===== src/hdl/gmi_pkg.sv =====
`default_nettype none
package gmi_pkg;

    localparam int unsigned ROW_W      = 32;
    localparam int unsigned CNT_W      = 6;
    localparam int unsigned TAG_W      = 5;
    localparam int unsigned MAX_ORDER  = 32;
    localparam int unsigned ORDER_CAP  = 32;
    localparam logic [CNT_W-1:0] ORDER_RESET = 6'd32;
    localparam int unsigned OUT_DATA_W = 40;

    // One matrix row as it travels along the cell chain.
    typedef struct packed {
        logic [ROW_W-1:0] work;
        logic [ROW_W-1:0] inv;
        logic             used;
        logic [TAG_W-1:0] tag;
    } t_row;

    typedef enum logic [1:0] {
        ST_LOAD,
        ST_ELIM,
        ST_READ,
        ST_SHOW
    } t_state;

endpackage
`default_nettype wire


===== src/hdl/gmi_cell.sv =====
`default_nettype none
// One storage cell of the row chain. On a shift it takes its upper
// neighbor's row, or the tail row when it is the current last cell.
module gmi_cell (
    input  wire             i_clk,
    input  wire             i_shift,
    input  wire             i_is_tail,
    input  gmi_pkg::t_row   i_next,
    input  gmi_pkg::t_row   i_tail,
    output gmi_pkg::t_row   o_row
);
    gmi_pkg::t_row r_row;
    gmi_pkg::t_row n_row;

    always_comb begin
        n_row = r_row;
        if (i_shift) begin
            n_row = i_is_tail ? i_tail : i_next;
        end
    end

    always_ff @(posedge i_clk) begin
        r_row <= n_row;
    end

    assign o_row = r_row;
endmodule
`default_nettype wire


===== src/hdl/gmi_ram.sv =====
`default_nettype none
module gmi_ram #(
    parameter int unsigned WIDTH = 32,
    parameter int unsigned DEPTH = 32
) (
    input  wire                     i_clk,
    input  wire                     i_we,
    input  wire [$clog2(DEPTH)-1:0] i_waddr,
    input  wire [WIDTH-1:0]         i_wdata,
    input  wire                     i_re,
    input  wire [$clog2(DEPTH)-1:0] i_raddr,
    output logic [WIDTH-1:0]        o_rdata
);
    logic [WIDTH-1:0] r_mem [DEPTH];
    logic [WIDTH-1:0] r_q;

    always_ff @(posedge i_clk) begin
        if (i_we) begin
            r_mem[i_waddr] <= i_wdata;
        end
        if (i_re) begin
            r_q <= r_mem[i_raddr];
        end
    end

    assign o_rdata = r_q;
endmodule
`default_nettype wire


===== src/hdl/gf2_matrix_inverse.sv =====
// After the last row word of a matrix of order n is accepted, elimination
// rotates the row chain once per pivot column, then once more to write the
// results to the store, or stops early at a column without a pivot. Each
// result word is read, then shown; loading resumes after the last is taken.
// Reset (i_rst_n low, synchronous): order 32, no rows loaded, loading.
`default_nettype none
module gf2_matrix_inverse #(
    parameter int unsigned MAX_ORDER = gmi_pkg::MAX_ORDER
) (
    input  wire                               i_clk,
    input  wire                               i_rst_n,
    // Configuration: matrix_order.
    input  wire                               i_cfg_we,
    input  wire [gmi_pkg::CNT_W-1:0]          i_cfg_wdata,
    // Input word. tdata: row_bits[31:0].
    input  wire                               s_axis_tvalid,
    output logic                              s_axis_tready,
    input  wire [gmi_pkg::ROW_W-1:0]          s_axis_tdata,
    // Result word. tdata: inverse_row[31:0], row_number[36:32], zero pad.
    // tuser: invertible. tlast: last_row.
    output logic                              m_axis_tvalid,
    input  wire                               m_axis_tready,
    output logic [gmi_pkg::OUT_DATA_W-1:0]    m_axis_tdata,
    output logic                              m_axis_tuser,
    output logic                              m_axis_tlast
);
    // The chain never needs more cells than the widest supported row.
    localparam int unsigned DEPTH = (MAX_ORDER < gmi_pkg::ORDER_CAP) ?
                                    MAX_ORDER : gmi_pkg::ORDER_CAP;
    localparam int unsigned AW    = $clog2(DEPTH);
    localparam logic [gmi_pkg::CNT_W-1:0] LIMIT = gmi_pkg::CNT_W'(DEPTH);

    gmi_pkg::t_state r_state, n_state;
    logic [gmi_pkg::CNT_W-1:0] r_order, r_loaded, r_col, r_pos, r_cnt;
    logic [gmi_pkg::CNT_W-1:0] n_loaded, n_col, n_pos, n_cnt;
    logic r_found, n_found, r_invert, n_invert;
    gmi_pkg::t_row r_piv, n_piv;      // pivot row of the previous column
    gmi_pkg::t_row r_cur, n_cur;      // pivot row captured in this pass

    // Effective order: zero acts as one, large values clip to the chain.
    logic [gmi_pkg::CNT_W-1:0] ord_n;
    always_comb begin
        ord_n = r_order;
        if (r_order == '0) ord_n = gmi_pkg::CNT_W'(1);
        if (r_order > LIMIT) ord_n = LIMIT;
    end

    logic [gmi_pkg::ROW_W-1:0] col_mask;
    always_comb begin
        for (int c = 0; c < gmi_pkg::ROW_W; c++) begin
            col_mask[c] = (gmi_pkg::CNT_W'(c) < ord_n);
        end
    end

    logic in_acc, out_acc;
    assign in_acc  = s_axis_tvalid && s_axis_tready;
    assign out_acc = m_axis_tvalid && m_axis_tready;

    // Row chain: cell 0 is the head, the tail is cell n-1.
    gmi_pkg::t_row rows [DEPTH];
    gmi_pkg::t_row tail_row, head_a, load_row;
    logic          shift;

    assign shift = in_acc || (r_state == gmi_pkg::ST_ELIM);

    for (genvar g = 0; g < DEPTH; g++) begin : g_cell
        gmi_pkg::t_row nxt;
        if (g == DEPTH - 1) begin : g_last
            assign nxt = tail_row;
        end else begin : g_mid
            assign nxt = rows[g+1];
        end
        gmi_cell u_cell (
            .i_clk     (i_clk),
            .i_shift   (shift),
            .i_is_tail (gmi_pkg::CNT_W'(g) == ord_n - gmi_pkg::CNT_W'(1)),
            .i_next    (nxt),
            .i_tail    (tail_row),
            .o_row     (rows[g])
        );
    end

    // Head processing. A row first gets the previous column's pivot row
    // XORed in, then may become the pivot of the current column. Rows that
    // passed the head before this pivot was found are cleared in the next pass.
    logic [gmi_pkg::TAG_W-1:0] col_m1;
    logic prev_hit, take, col_live;
    assign col_m1   = gmi_pkg::TAG_W'(r_col - gmi_pkg::CNT_W'(1));
    assign col_live = (r_col < ord_n);

    always_comb begin
        prev_hit = (r_col != '0) && !(rows[0].used && rows[0].tag == col_m1)
                   && rows[0].work[col_m1];
        head_a = rows[0];
        if (prev_hit) begin
            head_a.work = rows[0].work ^ r_piv.work;
            head_a.inv  = rows[0].inv ^ r_piv.inv;
        end
        take = col_live && !r_found && !head_a.used
               && head_a.work[gmi_pkg::TAG_W'(r_col)];
    end

    always_comb begin
        load_row.work = s_axis_tdata & col_mask;
        load_row.inv  = gmi_pkg::ROW_W'(1) << r_loaded;
        load_row.used = 1'b0;
        load_row.tag  = '0;
        if (r_state == gmi_pkg::ST_ELIM) begin
            tail_row = head_a;
            if (take) begin
                tail_row.used = 1'b1;
                tail_row.tag  = gmi_pkg::TAG_W'(r_col);
            end
        end else begin
            tail_row = load_row;
        end
    end

    // Result store, addressed by the pivot column each row ended up owning.
    logic                      ram_we, ram_re;
    logic [gmi_pkg::ROW_W-1:0] ram_q;
    assign ram_we = (r_state == gmi_pkg::ST_ELIM) && !col_live;
    assign ram_re = (r_state == gmi_pkg::ST_READ);

    gmi_ram #(.WIDTH(gmi_pkg::ROW_W), .DEPTH(DEPTH)) u_ram (
        .i_clk   (i_clk),
        .i_we    (ram_we),
        .i_waddr (rows[0].tag[AW-1:0]),
        .i_wdata (head_a.inv),
        .i_re    (ram_re),
        .i_raddr (r_cnt[AW-1:0]),
        .o_rdata (ram_q)
    );

    logic pass_end;
    assign pass_end = (r_pos == ord_n - gmi_pkg::CNT_W'(1));

    // Next state.
    always_comb begin
        n_state = r_state;
        case (r_state)
            gmi_pkg::ST_LOAD: begin
                if (in_acc && (r_loaded + gmi_pkg::CNT_W'(1) >= ord_n)) begin
                    n_state = gmi_pkg::ST_ELIM;
                end
            end
            gmi_pkg::ST_ELIM: begin
                if (pass_end && (!col_live || !(r_found || take))) begin
                    n_state = gmi_pkg::ST_READ;
                end
            end
            gmi_pkg::ST_READ: n_state = gmi_pkg::ST_SHOW;
            gmi_pkg::ST_SHOW: begin
                if (out_acc) begin
                    n_state = m_axis_tlast ? gmi_pkg::ST_LOAD : gmi_pkg::ST_READ;
                end
            end
            default: n_state = gmi_pkg::ST_LOAD;
        endcase
    end

    // Datapath and counters.
    always_comb begin
        n_loaded = r_loaded;
        n_col    = r_col;
        n_pos    = r_pos;
        n_cnt    = r_cnt;
        n_found  = r_found;
        n_invert = r_invert;
        n_piv    = r_piv;
        n_cur    = r_cur;
        case (r_state)
            gmi_pkg::ST_LOAD: begin
                if (in_acc) begin
                    n_loaded = r_loaded + gmi_pkg::CNT_W'(1);
                    if (n_loaded >= ord_n) begin
                        n_loaded = '0;
                        n_col    = '0;
                        n_pos    = '0;
                        n_found  = 1'b0;
                        n_invert = 1'b1;
                    end
                end
            end
            gmi_pkg::ST_ELIM: begin
                if (take) begin
                    n_found = 1'b1;
                    n_cur   = tail_row;
                end
                n_pos = r_pos + gmi_pkg::CNT_W'(1);
                if (pass_end) begin
                    n_pos   = '0;
                    n_cnt   = '0;
                    n_col   = r_col + gmi_pkg::CNT_W'(1);
                    n_found = 1'b0;
                    n_piv   = take ? tail_row : r_cur;
                    if (col_live && !(r_found || take)) begin
                        n_invert = 1'b0;
                    end
                end
            end
            gmi_pkg::ST_SHOW: begin
                if (out_acc) n_cnt = r_cnt + gmi_pkg::CNT_W'(1);
            end
            default: ;
        endcase
        if (i_cfg_we) n_loaded = '0;
    end

    always_ff @(posedge i_clk) begin
        if (!i_rst_n) begin
            r_state  <= gmi_pkg::ST_LOAD;
            r_order  <= gmi_pkg::ORDER_RESET;
            r_loaded <= '0;
            r_col    <= '0;
            r_pos    <= '0;
            r_cnt    <= '0;
            r_found  <= 1'b0;
            r_invert <= 1'b1;
        end else begin
            r_state  <= n_state;
            r_loaded <= n_loaded;
            r_col    <= n_col;
            r_pos    <= n_pos;
            r_cnt    <= n_cnt;
            r_found  <= n_found;
            r_invert <= n_invert;
            if (i_cfg_we) r_order <= i_cfg_wdata;
        end
    end

    always_ff @(posedge i_clk) begin
        r_piv <= n_piv;
        r_cur <= n_cur;
    end

    // Outputs.
    always_comb begin
        s_axis_tready = (r_state == gmi_pkg::ST_LOAD);
        m_axis_tvalid = (r_state == gmi_pkg::ST_SHOW);
        m_axis_tdata  = {3'b000, r_cnt[gmi_pkg::TAG_W-1:0],
                         r_invert ? ram_q : {gmi_pkg::ROW_W{1'b0}}};
        m_axis_tuser  = r_invert;
        m_axis_tlast  = (r_cnt == ord_n - gmi_pkg::CNT_W'(1));
    end

    // Checks.
    a_no_overlap: assert property (@(posedge i_clk) disable iff (!i_rst_n)
        !(s_axis_tready && m_axis_tvalid))
        else $error("input taken while a result word is shown");

    a_singular_zero: assert property (@(posedge i_clk) disable iff (!i_rst_n)
        (m_axis_tvalid && !m_axis_tuser) |-> (m_axis_tdata[31:0] == 32'd0))
        else $error("singular matrix gave a nonzero row");

    a_last_back: assert property (@(posedge i_clk) disable iff (!i_rst_n)
        (out_acc && m_axis_tlast) |=> s_axis_tready)
        else $error("block did not return to loading after the last row");

endmodule
`default_nettype wire

===== config.mk =====
export PLATFORM = sky130hd
export DESIGN_NAME = gf2_matrix_inverse
export DESIGN_NICKNAME = d
export VERILOG_FILES = /design/src/hdl/gmi_pkg.sv /design/src/hdl/gmi_cell.sv /design/src/hdl/gmi_ram.sv /design/src/hdl/gf2_matrix_inverse.sv
export SDC_FILE = /design/constraint.sdc
export NUM_CORES = 2
export LEC_CHECK = 0
export CAP_MARGIN = 40
export CORE_UTILIZATION = 30
export CTS_CLUSTER_DIAMETER = 60
export DETAILED_ROUTE_END_ITERATION = 10
export DONT_BUFFER_PORTS = 1
export GPL_ROUTABILITY_DRIVEN = 0
export GPL_TIMING_DRIVEN = 0
export PLACE_DENSITY_LB_ADDON = 0.25
export SLEW_MARGIN = 20
export SYNTH_ARGS = -nofsm -noshare
export SYNTH_HDL_FRONTEND = slang
export SYNTH_SLANG_ARGS = --single-unit

===== constraint.sdc =====
create_clock -name i_clk -period 60.6 [get_ports i_clk]
set_input_delay 9.09 -clock i_clk [delete_from_list [all_inputs] [get_ports i_clk]]
set_output_delay 9.09 -clock i_clk [all_outputs]
set_load 0.01 [all_outputs]

==> metrics.yaml <==
status: "complete, no violations"
worstMarginPinSlew_ns: 1.02
grt_pass1_vias: 82700
drive_above_1_share_pct: 11.4
maxCapViolCount: 0
synthArstFlopShare_pct: 0
syn_inst: 9938
drt-pass1-iter-count: 6
fmax_mhz: 68.3
syn_area_per_cell_um2: 14.0
r2r_slack_ns: 53.35
relSlewSlack_pct: 32.3
crit_chain: "nor2b_1, inv_1, ha_1, clkbuf_1, o21ai_0, nor2b_1, clkbuf_1, buf_1, xnor2_1, nor3_2, buf_4"
syn_area_um2: 139000
cp.required_ns: 51.51
worst_path_max_delay_cell: "nor2b_1"
synth_seq_cells: 3458
hp-class: "flip-flop to flip-flop"
ant_nets: 0
dp_cells: 16300
ir_worst_vdd_v: 0.0000272
leakage_uw: 0.0567
port_buffers: 0
synth_top_area_cell: "edfxtp_1"
totalWireLength_mm: 411
cp-start-kind: "flip-flop"
crit_arrival_ns: 5.55
cts_buffers: 359
die_area_um2: 466000
yosysTopAreaCellShare_pct: 73.9
rows: 249
synthTopCellsByCount: "3424 x edfxtp_1, 2269 x nand2_1, 2093 x o21ai_0"
ff2ff_path_depth: 19
max_stage_delay_ns: 0.69
hold_path_depth: 2
cts_resized: 0
finalSetupTns_ns: 0
use_met1_pct: 24.2
core_area_um2: 461000
grt_usage_pct: 17.3
power_density_nw_per_um2: 34.2
cp-end-kind: "output pin"
syn_to_final_growth_pct: 16.9
clk_latency_ns: 0.97
die_h_um: 683
synth_ff_type: "edfxtp_1"
grt_max_degree: 109
ctsHoldBuffers: 0
min_from: "g_cell[3].u_cell.o_row[64]"
finClkSkew_ns: 0.0659
antenna_found_initial: 30
synthTopCellsByArea: "edfxtp_1 74%, o21ai_0 7.5%, nand2_1 6.1%"
ios: 87
grt_most_used_layer: "met2"
layout.nets: 10600
stdcell_area_um2: 163000
global_route.usage.met2_pct: 27.6
ctsRootBufferMaster: "clkbuf_16"
clk_path_buf_depth: 4
hpwl_mm: 300
cts_sinks: 3458
dpl-instance-area_um2: 151000
cts_tree: "done"
setup_viol: 0
drtIter0Drc: 9472
yosysWarnings: 0
post_cts_buffers: 0
grt_pass1_wl_mm: 593
fin_crit_sh_pct: 24.2
hold_viol: 0
grt_remaining_overflow: 0
start_util_pct: 30.2
routedWlPerCell_um: 24.2
synth-edff-count: 3424
crit_path_max_fanout: 9
yosysMostFrequentCell: "edfxtp_1"
r2r-end: "g_cell[20].u_cell.o_row[35]"
synth.distinct_cells: 76
clkSlewWorstSetupHoldPaths_ns: 0.06
htreeDepth: 5
num_vias: 84700
fp.dieW_um: 683
grt_use_met3_pct: 2.08
via_per_inst: 4.98
drcViolationCount: 0
synth_seq_area_share_pct: 74.4
crit_type: "flip-flop to output pin"
rr_startpoint: "r_col[0]"
period_minus_slack_ns: 14.64
instances_no_fill: 17000
slew_viol_final: 0
grt_setup_unrepaired: "false"
hold_end: "g_cell[2].u_cell.o_row[64]"
## flip-flops by register name (all words and copies together) (netlist names), 6 cells and up
| signal | cells |
|---|---|
| g_cell.u_cell.o_row | 2240 |
| r_cnt | 6 |
| r_col | 6 |
| r_cur | 64 |
| r_loaded | 6 |
| r_order | 6 |
| r_piv | 64 |
| r_pos | 6 |
| u_ram.o_rdata | 32 |
| u_ram.r_mem | 1024 |
## worst max-delay path by stage
| stage | slack, ns | cells after the start | startpoint | end |
|---|---|---|---|---|
| 3_3_place_gp | 13.34 | 2 | s_axis_tvalid | g_cell[18].u_cell.o_row[16] |
| 3_5_place_dp | 47.12 | 11 | r_order[1] | m_axis_tlast |
| 2_1_floorplan | 22.46 | 7 | s_axis_tvalid | r_col[5] |
| 6_report | 45.96 | 11 | r_order[1] | m_axis_tlast |
| 4_1_cts | 46.05 | 11 | r_order[1] | m_axis_tlast |
| 5_1_grt | 45.77 | 11 | r_order[1] | m_axis_tlast |
## cells by family (layout without fill, tap and decap cells)
logic type | Yosys count | in the layout | synth area share, %
DFF | 3458 | 3458 | 74.4
other | 1 | 24 | 0.00270
muxes | 377 | 377 | 5.70
and+or+nand+nor | 2646 | 2646 | 7.47
xor gates and xnor gates | 98 | 98 | 0.642
adders and majority gates | 28 | 28 | 0.252
buffers and inverters | 945 | 1827 | 2.64
AOI/OAI and AO/OA | 2385 | 2385 | 8.88
## cell usage in the layout, fill, tap and decap left out, types with 70 or more instances in the layout
master / instances
edfxtp_1: 3424
clkbuf_16: 366
o21ai_0: 2093
inv_1: 97
nor2_1: 144
a21oi_1: 105
nand2_1: 2268
clkinv_1: 79
nand3_1: 70
clkbuf_1: 823
buf_6: 100
mux4_2: 328
buf_16: 71
## power by group
group          internal, µW  switching [µW]
registers              2900            63.2
logic                   105             315
clock network          1240             947
total                  4240            1330
## routing by layer
| layer | routed length, µm | up-vias |
|---|---|---|
| met3 | 24400 | 700 |
| met5 | 0 | - |
| met1 | 181000 | 42900 |
| met4 | 15500 | 0 |
| met2 | 190000 | 3245 |
| li1 | - | 37800 |
## critical path: cells and delay by family, from the launching register on
family                     cells  cell delay (ns)
and+or+nand+nor                3             1.42
adders and majority gates      1             0.30
buffers and inverters          5             1.83
xor gates and xnor gates       1             0.13
DFF                            1             0.57
AOI/OAI and AO/OA              1             0.31
## final cells by class
cell class | instances | area [µm²]
clock inverter | 200 | 1930
buffer | 837 | 3290
timing repair buffer | 234 | 4000
fill | 44100 | 298000
antenna | 21 | 52.6
tap | 6149 | 7690
multi-input combinational | 5537 | 32300
sequential | 3458 | 103000
inverter | 108 | 405
clock buffer | 448 | 9510
## through the flow
stage          setup WS, ns  power (µW)  utilization (%)  hold WS [ns]
6_report              45.96        5570             35.3         0.514
5_1_grt               45.77        5750             35.3         0.532
4_1_cts               46.05        5600             35.3         0.517
3_5_place_dp          47.12        3420             32.8         0.503
3_3_place_gp          13.34        3660             31.9         0.499
2_1_floorplan         22.46        3420                -         0.471
No activity file was read; power rests on OpenSTA's default activity.
